File: src/tbeq_pkg.sv
package tbeq_pkg;

    // configuration port
    localparam int NUM_REGS = 8;
    localparam int CFG_AW   = 3;
    localparam int CFG_W    = 64;

    // coefficients: signed q4.28, two to a register
    localparam int COEF_W     = 32;
    localparam int COEF_FRAC  = 28;
    localparam int COEF_IDX_W = 4;

    // sections and the coefficient slot of each term within a section
    localparam int NUM_SECT = 3;
    localparam int SEC_W    = 2;

    localparam logic [COEF_IDX_W-1:0] CK_B0    = 4'd0;
    localparam logic [COEF_IDX_W-1:0] CK_B1    = 4'd1;
    localparam logic [COEF_IDX_W-1:0] CK_B2    = 4'd2;
    localparam logic [COEF_IDX_W-1:0] CK_A1    = 4'd3;
    localparam logic [COEF_IDX_W-1:0] CK_A2    = 4'd4;
    localparam logic [COEF_IDX_W-1:0] GAIN_IDX = 4'd15;

    // b0 of every section and the makeup gain start at 1.0
    localparam logic [CFG_W-1:0] CFG_RESET [NUM_REGS] = '{
        64'h0000_0000_1000_0000,
        64'h0000_0000_0000_0000,
        64'h1000_0000_0000_0000,
        64'h0000_0000_0000_0000,
        64'h0000_0000_0000_0000,
        64'h0000_0000_1000_0000,
        64'h0000_0000_0000_0000,
        64'h1000_0000_0000_0000
    };

    typedef enum logic {
        OPND_X,
        OPND_Y
    } t_opnd;

    typedef enum logic [2:0] {
        ADD_NONE,
        ADD_Y,
        ADD_ACC,
        ADD_Z1,
        ADD_Z2
    } t_add_op;

    typedef struct packed {
        logic                  load_in;
        logic                  adv;
        logic [COEF_IDX_W-1:0] coef_idx;
        logic                  coef_neg;
        t_opnd                 opnd;
        t_add_op               add_op;
        logic [SEC_W-1:0]      add_sec;
        logic                  capture;
    } t_dp_cmd;

endpackage

File: src/tbeq_ctrl.sv
module tbeq_ctrl (
    input  logic              i_clk,
    input  logic              i_rst_n,
    input  logic              i_in_valid,
    output logic              o_in_ready,
    input  logic              i_out_ready,
    output logic              o_out_valid,
    output tbeq_pkg::t_dp_cmd o_cmd
);
    import tbeq_pkg::*;

    typedef enum logic {
        ST_IDLE,
        ST_RUN
    } t_state;

    // six issue slots per section; the tail reuses the first three
    typedef enum logic [2:0] {
        PH_B0,
        PH_GAP,
        PH_B1,
        PH_A1,
        PH_B2,
        PH_A2
    } t_phase;

    t_state               r_state;
    t_phase               r_phase;
    t_phase               n_phase;
    logic [SEC_W-1:0]     r_sec;
    logic                 r_out_valid;
    logic                 w_out_free;
    logic                 w_tail;
    logic [COEF_IDX_W-1:0] w_base;
    logic [SEC_W-1:0]     w_prev_sec;

    assign w_out_free = !r_out_valid || i_out_ready;
    assign w_tail     = (r_sec == SEC_W'(NUM_SECT));
    assign w_base     = {r_sec, 2'b00} + COEF_IDX_W'(r_sec);
    assign w_prev_sec = r_sec - 1'b1;

    always_comb begin
        unique case (r_phase)
            PH_B0:   n_phase = PH_GAP;
            PH_GAP:  n_phase = PH_B1;
            PH_B1:   n_phase = PH_A1;
            PH_A1:   n_phase = PH_B2;
            PH_B2:   n_phase = PH_A2;
            default: n_phase = PH_B0;
        endcase
    end

    always_comb begin
        o_cmd = '0;
        unique case (r_state)
            ST_IDLE: o_cmd.load_in = i_in_valid;
            ST_RUN: begin
                o_cmd.adv = 1'b1;
                if (!w_tail) begin
                    unique case (r_phase)
                        PH_B0: begin
                            o_cmd.coef_idx = w_base + CK_B0;
                            o_cmd.opnd     = OPND_X;
                            if (r_sec != '0) begin
                                o_cmd.add_op  = ADD_Z1;
                                o_cmd.add_sec = w_prev_sec;
                            end
                        end
                        PH_GAP: begin
                            if (r_sec != '0) begin
                                o_cmd.add_op  = ADD_Z2;
                                o_cmd.add_sec = w_prev_sec;
                            end
                        end
                        PH_B1: begin
                            o_cmd.coef_idx = w_base + CK_B1;
                            o_cmd.opnd     = OPND_X;
                            o_cmd.add_op   = ADD_Y;
                            o_cmd.add_sec  = r_sec;
                        end
                        PH_A1: begin
                            o_cmd.coef_idx = w_base + CK_A1;
                            o_cmd.coef_neg = 1'b1;
                            o_cmd.opnd     = OPND_Y;
                        end
                        PH_B2: begin
                            o_cmd.coef_idx = w_base + CK_B2;
                            o_cmd.opnd     = OPND_X;
                        end
                        PH_A2: begin
                            o_cmd.coef_idx = w_base + CK_A2;
                            o_cmd.coef_neg = 1'b1;
                            o_cmd.opnd     = OPND_Y;
                            o_cmd.add_op   = ADD_ACC;
                        end
                        default: ;
                    endcase
                end else begin
                    unique case (r_phase)
                        PH_B0: begin
                            o_cmd.coef_idx = GAIN_IDX;
                            o_cmd.opnd     = OPND_Y;
                            o_cmd.add_op   = ADD_Z1;
                            o_cmd.add_sec  = w_prev_sec;
                        end
                        PH_GAP: begin
                            o_cmd.add_op  = ADD_Z2;
                            o_cmd.add_sec = w_prev_sec;
                        end
                        PH_B1: begin
                            // gained product sits in the mac until the output frees
                            o_cmd.adv     = 1'b0;
                            o_cmd.capture = w_out_free;
                        end
                        default: ;
                    endcase
                end
            end
            default: ;
        endcase
    end

    always_ff @(posedge i_clk) begin
        if (!i_rst_n) begin
            r_state     <= ST_IDLE;
            r_phase     <= PH_B0;
            r_sec       <= '0;
            r_out_valid <= 1'b0;
        end else begin
            if (o_cmd.capture) begin
                r_out_valid <= 1'b1;
            end else if (i_out_ready) begin
                r_out_valid <= 1'b0;
            end
            unique case (r_state)
                ST_IDLE: begin
                    if (i_in_valid) begin
                        r_state <= ST_RUN;
                        r_phase <= PH_B0;
                        r_sec   <= '0;
                    end
                end
                ST_RUN: begin
                    if (w_tail && (r_phase == PH_B1)) begin
                        if (w_out_free) begin
                            r_state <= ST_IDLE;
                        end
                    end else begin
                        r_phase <= n_phase;
                        if (r_phase == PH_A2) begin
                            r_sec <= r_sec + 1'b1;
                        end
                    end
                end
                default: r_state <= ST_IDLE;
            endcase
        end
    end

    assign o_in_ready  = (r_state == ST_IDLE);
    assign o_out_valid = r_out_valid;

endmodule

File: config.mk
export PLATFORM = sky130hd
export DESIGN_NAME = tbeq_ctrl
export DESIGN_NICKNAME = d
export VERILOG_FILES = /design/src/tbeq_pkg.sv /design/src/tbeq_ctrl.sv
export SDC_FILE = /design/constraint.sdc
export NUM_CORES = 1
export LEC_CHECK = 0
export BUFFER_PORTS_ARGS = -buffer_cell sky130_fd_sc_hd__buf_2
export CAP_MARGIN = 20
export CORE_MARGIN = 1
export CORE_UTILIZATION = 47
export DETAILED_ROUTE_END_ITERATION = 8
export GPL_ROUTABILITY_DRIVEN = 0
export PLACE_DENSITY_LB_ADDON = 0.2
export SLEW_MARGIN = 40
export SYNTH_ARGS = -nofsm -noshare
export SYNTH_HDL_FRONTEND = slang
export SYNTH_SLANG_ARGS = --single-unit
export TNS_END_PERCENT = 5
File: constraint.sdc
create_clock -name i_clk -period 1.7 [get_ports i_clk]
set_input_delay 0.085 -clock i_clk [delete_from_list [all_inputs] [get_ports i_clk]]
set_output_delay 0.085 -clock i_clk [all_outputs]
set_load 0.02 [all_outputs]
# Word-level counts from Yosys, hierarchy flattened
# Index checks and enable logic that the tools add are counted.
[word_totals]
ff_bits = 7
wordCells = 62
input_bits = 4
out_inout_bits = 16
[classes]
addsub = 7
n_eq_ne = 9
bitwise = 1
reduce_logical = 9
n_mux = 32
[op_table]
columns = ["cell", "count"]
rows = [
  ["4-bit case mux with 5 select lines", 1],
  ["3-bit case mux with 5 select lines", 1],
  ["1-bit 2-to-1 mux", 13],
  ["13-bit 2-to-1 mux", 1],
  ["4-bit 2-to-1 mux", 3],
  ["3-bit case mux with 4 select lines", 1],
  ["5-bit case mux with 2 select lines", 1],
  ["4-bit by 2-bit adder with 4-bit output, second input constant", 2],
  ["3-bit by 2-bit equality test with 1-bit output, second input constant", 2],
  ["3-bit equality test, second input constant", 2],
  ["2-bit 2-to-1 mux", 3],
  ["3-bit 2-to-1 mux", 2],
  ["6-bit 2-to-1 mux", 1],
  ["2-bit case mux with 3 select lines", 1],
  ["3-bit case mux with 2 select lines", 1],
  ["5-bit 2-to-1 mux", 1],
  ["4-bit by 1-bit adder with 4-bit output, second input constant", 1],
  ["4-bit by 2-bit adder with 4-bit output", 1],
  ["4-bit by 3-bit adder with 4-bit output, second input constant", 1],
  ["2-bit != test, second input constant", 2],
  ["2-bit case mux with 2 select lines", 1],
  ["2-bit nonzero test", 2],
  ["3-bit by 1-bit equality test with 1-bit output, second input constant", 1],
  ["3-bit zero test", 1],
  ["other kinds (12)", 12],
]

# Longest topological paths before layout
# Gate-level depths: netlist of the first run.
[logic_depth]
ltp_word = 6
mapped_depth = 8
depth_no_buf = 7

# Least setup slack after synthesis of the first run
# No wires, ideal clock.
[synth_timing]
path_kind = "register to output"
startpoint = "register r_phase[0]"
endpoint = "output o_cmd[11] (netlist bit)"
n_path_buf = 1
required_ns = 1.615
stages_incl_launch_ff = 9
slack_ns = -0.350
arrival_ns = 1.965
cell_sequence = "dfxtp_1 buf_2 nor2b_1 and2_1 ha_1 ha_1 a21oi_1 a32oi_1 a21oi_1"
[synth_lines]
columns = ["item", "line_no", "source"]
rows = [
  ["start: declaration", "tbeq_ctrl.sv:28", "t_phase r_phase;"],
  ["start signal: assignment", "tbeq_ctrl.sv:149", "r_phase <= n_phase;"],
  ["end: declaration", "tbeq_ctrl.sv:8", "output tbeq_pkg::t_dp_cmd o_cmd"],
]

==> impl_metrics.ini, run 1 <==
[die]
initial_core_util = 0.526
ios = 20
rows = 14
die_h_um = 44.0
die_area_sq_mm = 0.00194
fp.dieW_um = 44.0
coreArea_sq_mm = 0.00158

[timing]
fin_crit_ns = 1.94
skew_ns = 0.00102
hold_viol_final = 0
worstMarginPinSlew_ns = 0.383
timing.fmax_mhz = 516
hold_ws_ns = 0.131
rsz0062_at_grt = true
fin_crit_sh = 1.14
finalSetupViolCount = 3
maxSlewViolCount = 0
worst_slack_ns = -0.238
slew_headroom = 0.744

[clock_tree]
htree_levels = 1
numCtsBuffers = 3
insertion_delay_ns = 0.25
path_clk_slew_ns = 0.05
cts_hold_buf = 0
clockBufferDepth = 2
cts_root_buffer = clkbuf_4
post_cts_buffers = 0
cts_tree = yes
clkSinkCount = 7

[route]
wl_per_cell_um = 15.0
dr.pass1.iters = 6
antenna_left = 0
route.detailed.drc = 1
num_vias = 930
drtIter0Drc = 24
viasPerCell = 5.96
wl_um = 2340

[placed_design]
place_inst = 152
hpwl_um = 1660
dp_slack_ns = -0.0378
io_buffers = 19

[critical_path]
cpLargestDelayFamily = compound AO/OA/AOI/OAI gates
start_kind = flop
crit_buf_inv = 1
crit_chain = nor2b_4 -> and2_4 -> ha_4 -> ha_4 -> a21oi_2 -> o311a_1 -> a21oi_4 -> buf_6
end_kind = output pin
path_max_fanout = 2
worst-setup-path-type = flop to output pin
max_stage_delay_ns = 0.33
cp_slowest_cell = o311a_1
required_ns = 1.62
crit_top_cell = ha_4
worst-endpoint-arrival_ns = 1.85

[yosys]
synthesis.instances = 112
synth_top_area_cell = dfxtp_1
synth_area_sq_um = 830
ys_warn_count = 0
synthFlopType = dfxtp_1
syn_nets = 123
synth_edf_count = 0
ys_seq_area_frac = 0.169
synth.area.top_cells = dfxtp_1 17%, ha_1 9.0%, nand2b_1 6.8%
synth.distinct_cells = 36
synth_top_area_frac = 0.169
syn_area_per_cell_sq_um = 7.41
async_reset_ff_frac = 0
ys_ff_latch = 7

[power]
p_per_area_mw_per_mm2 = 346
p_leak_uw = 0.000462
irDropWorstVdd_mv = 0.394

[worst_hold_path]
min_path_type = primary input to flop

[finish]
layout_common_cells = 16 x buf_4, 13 x buf_2, 9 x nand2b_1
nets = 152
mostFrequentLayoutCell = buf_4
drive_above_1_share = 0.421
stdcell_count = 156
area_growth_pct = 43.4
antenna_cells = 0

[global_routing]
grt_overflow = 0
antenna_found_initial = 0
grt_pass1_vias = 879
grt_use_met2 = 0.474
grt_max_degree = 24
top_usage_layer = met2
track_usage = 0.261
grt.met3_usage = 0.0367
grt_pass1_wl_um = 3810
met1_usage = 0.321

[run_status]
violations = DRC, setup timing
status = finished, violations left

[run]
cap_violations = 0
-- layout make-up --
cell class | instances | area [sq um]
timing repair buffer | 33 | 239
sequential | 7 | 150
fill | 117 | 387
clock buffer | 4 | 26.3
inverter | 4 | 15.0
tap | 16 | 20.0
multi-input combinational | 92 | 739
-- report_power, final --
part | internal (uW) | switching (uW)
Clock | 89.4 | 58.9
Sequential | 166 | 2.71
Combinational | 37.0 | 57.5
Total | 292 | 119
-- per-layer routing --
| layer | routed length, um | vias up |
|---|---|---|
| met2 | 1190 | 39 |
| met4 | 18 | 0 |
| li1 | - | 455 |
| met3 | 123 | 4 |
| met1 | 1000 | 432 |
| met5 | 0 | - |
-- state kept, by name, summed over array words and instances, names as in the netlist --
name         cells
r_phase          3
r_sec            2
o_out_valid      1
r_state          1
-- repair_timing --
| action | CTS | global route |
|---|---|---|
| setup endpoints to repair | 8 | 9 |
| gates resized for setup | 16 | 7 |
| pin swaps | 5 | 0 |
-- logic make-up after synthesis --
| kind of cell | count (synthesis) | synth area share |
|---|---|---|
| compound gates | 32 | 0.261 |
| xor+xnor | 2 | 0.0211 |
| fa+ha+maj | 7 | 0.115 |
| buf+inv | 13 | 0.0679 |
| flops | 7 | 0.169 |
| mux | 1 | 0.0136 |
| simple gates | 50 | 0.353 |
-- final timing paths --
check	cells after the start	startpoint	slack [ns]	to
hold reg to reg	2	r_sec[1]	0.52	r_sec[1]
setup reg to reg	4	r_phase[2]	0.32	r_state
hold / removal	2	i_rst_n	0.13	o_out_valid
setup / recovery	8	r_phase[0]	-0.24	o_cmd[11]
-- through the flow --
stage / power [uW] / utilization / area (sq um) / TNS, ns
2_1_floorplan: 243 / - / 916 / -0.334
3_3_place_gp: 264 / 0.688 / 1080 / 0
3_5_place_dp: 267 / 0.688 / 1080 / -0.0378
4_1_cts: 419 / 0.744 / 1170 / -0.693
5_1_grt: 429 / 0.755 / 1190 / -1.07
6_report: 411 / 0.755 / 1190 / -0.698
-- cell usage after synthesis (4+ instances only) --
cell / number
a21oi_1: 10
nand2b_1: 9
nand2_1: 8
dfxtp_1: 7
nor2b_1: 7
buf_2: 6
ha_1: 6
nand3b_1: 5
nor2_1: 5
nor3_1: 4
o21ai_1: 4
No activity file was read; power rests on OpenSTA's default activity.
==> run 2: changes to the inputs <==
--- a/config.mk
+++ b/config.mk
@@ -5,13 +5,13 @@
 export SDC_FILE = /design/constraint.sdc
 export NUM_CORES = 1
 export LEC_CHECK = 0
-export BUFFER_PORTS_ARGS = -buffer_cell sky130_fd_sc_hd__buf_2
+export BUFFER_PORTS_ARGS = -buffer_cell sky130_fd_sc_hd__buf_4
 export CAP_MARGIN = 20
 export CORE_MARGIN = 1
 export CORE_UTILIZATION = 47
 export DETAILED_ROUTE_END_ITERATION = 8
 export GPL_ROUTABILITY_DRIVEN = 0
-export PLACE_DENSITY_LB_ADDON = 0.2
+export PLACE_DENSITY = 0.74
 export SLEW_MARGIN = 40
 export SYNTH_ARGS = -nofsm -noshare
 export SYNTH_HDL_FRONTEND = slang
==> run 2 against run 1 <==
The flow finishes with violations (setup timing). Global-route usage down 0.93 points. Setup slack better by 0.0042 ns. Critical path depth down 1. Sequential share of layout area decreased by 0.34 points. Largest power group unchanged. Sequential power is essentially flat. Critical path type unchanged. First-iteration DRC count fell by 38%. Flip-flop and latch count unchanged. Total power is 5.7% higher.
==> impl_metrics.ini, run 2 (same netlist as run 1, synthesis figures left out) <==
[finish]
layout_common_cells = 32 x buf_4, 8 x nand2_1, 8 x nand2b_1
n_fill_cell = 122
top_regs = r_phase x3, r_sec x2
mostFrequentLayoutCell = buf_4
stdcell_count = 156
drive_above_1_share = 0.421
top_register = r_phase
area_growth_pct = 42.5
fin_area_sq_mm = 0.00118
largest_register_ffs = 3
antenna_cells = 0
nets = 152

[power]
p_comb_frac = 0.227
irDropWorstVdd_mv = 0.499
p_switching_uw = 135
p_leak_uw = 0.000464
power_frac_seq = 0.392
p_clk_frac = 0.382
p_per_area_mw_per_mm2 = 368
intPower_uw = 300
switching_share = 0.310

[global_routing]
antenna_found_initial = 0
grt_max_degree = 21
grt_overflow = 0
track_usage = 0.251
grt_pass1_vias = 822
grt_pass1_wl_um = 3680

[timing]
rsz0062_at_grt = true
timing.fmax_mhz = 517
skew_ns = 0.00296
hold_ws_ns = 0.0884
maxSlewViolCount = 0
finalSetupViolCount = 11
fin_crit_sh = 1.14
worst_slack_ns = -0.234
hold_viol_final = 0
fin_crit_ns = 1.93
worstMarginPinSlew_ns = 0.370
slew_headroom = 0.752

[clock_tree]
cts_root_buffer = clkbuf_4
clkSinkCount = 7
numCtsBuffers = 3
htree_levels = 1
insertion_delay_ns = 0.27
clockBufferDepth = 2
cts_tree = yes
post_cts_buffers = 0
path_clk_slew_ns = 0.06

[die]
coreArea_sq_mm = 0.00158
ios = 20
fp.dieW_um = 44.0
die_h_um = 44.0
initial_core_util = 0.526
rows = 14
die_area_sq_mm = 0.00194

[route]
antenna_left = 0
wl_um = 2180
route.detailed.drc = 0
wl_per_cell_um = 14.0
dr.pass1.iters = 6
num_vias = 912
drtIter0Drc = 15
viasPerCell = 5.85

[worst_hold_path]
hp-start = i_rst_n
min_path_type = primary input to flop

[critical_path]
worst-endpoint-arrival_ns = 1.85
cpLargestDelayFamily = adder cells
crit_chain = nor2b_4 -> and2_4 -> buf_4 -> fa_2 -> a21oi_1 -> a31oi_1 -> buf_4
crit_buf_inv = 2
cp-startpoint = r_phase[0]
reg2reg_from = r_sec[0]
required_ns = 1.62
start_kind = flop
end_kind = output pin
max_stage_delay_ns = 0.51
worst-setup-path-type = flop to output pin
cp_slowest_cell = fa_2
crit_top_cell = buf_4
path_max_fanout = 2

[run_status]
status = finished, violations left
violations = setup timing

[placed_design]
place_inst = 152
place_area_sq_mm = 0.00112
hpwl_um = 1520
io_buffers = 19
dp_slack_ns = -0.000296

[run]
cap_violations = 0
run 2: changes by cell type in the layout (fill, tap and decap cells not counted), moves of 2 or more:
cell / change
dfxtp_2: +2
buf_6: -2
dfxtp_4: -2
ha_4: -2
buf_2: -13
buf_4: +16
run 2: repair_timing:
action                     CTS  global route
hold buffers                 0             0
cloned                       0             0
gates resized for setup      9             3
setup endpoints to repair   12            12
pin swaps                    6             0
run 2: per-stage QoR:
step / power [uW] / utilization / setup TNS, ns
5_1_grt: 452 / 0.750 / -2.29
3_3_place_gp: 268 / 0.710 / 0
6_report: 435 / 0.750 / -1.26
2_1_floorplan: 243 / - / -0.334
3_5_place_dp: 270 / 0.710 / -0.000296
4_1_cts: 429 / 0.744 / -1.24
run 2: worst paths after layout:
check	endpoint	slack, ns	cells past startpoint
min reg2reg	r_sec[0]	0.59	3
min	o_out_valid	0.09	2
max	o_cmd[9]	-0.23	7
max reg2reg	r_state	0.33	6
run 2: power groups by stage:
stage | Combinational (uW) | Clock, uW | Sequential, uW
floorplan | 68.1 | 0 | 175
global placement | 94.1 | 0 | 174
detailed placement | 96.2 | 0 | 174
CTS | 97.2 | 162 | 170
global route | 106 | 174 | 171
finish | 98.6 | 166 | 170
run 2: area by class of cell:
cell class	count	area [sq um]	area share
Timing Repair Buffer	33	251	0.213
Tap cell	16	20.0	0.0169
Inverter	4	15.0	0.0127
Clock buffer	4	26.3	0.0222
Multi-Input combinational cell	92	724	0.613
Sequential cell	7	145	0.123
run 2: routing by layer:
layer  up-vias  wire length (um)  GRT usage  share of wire
li1        453                 -          -              -
met1       423               958      0.316           0.44
met4         0                95      0.115          0.044
met3         8                62     0.0286          0.028
met2        28              1070      0.429           0.49
met5         -                 0          0              0
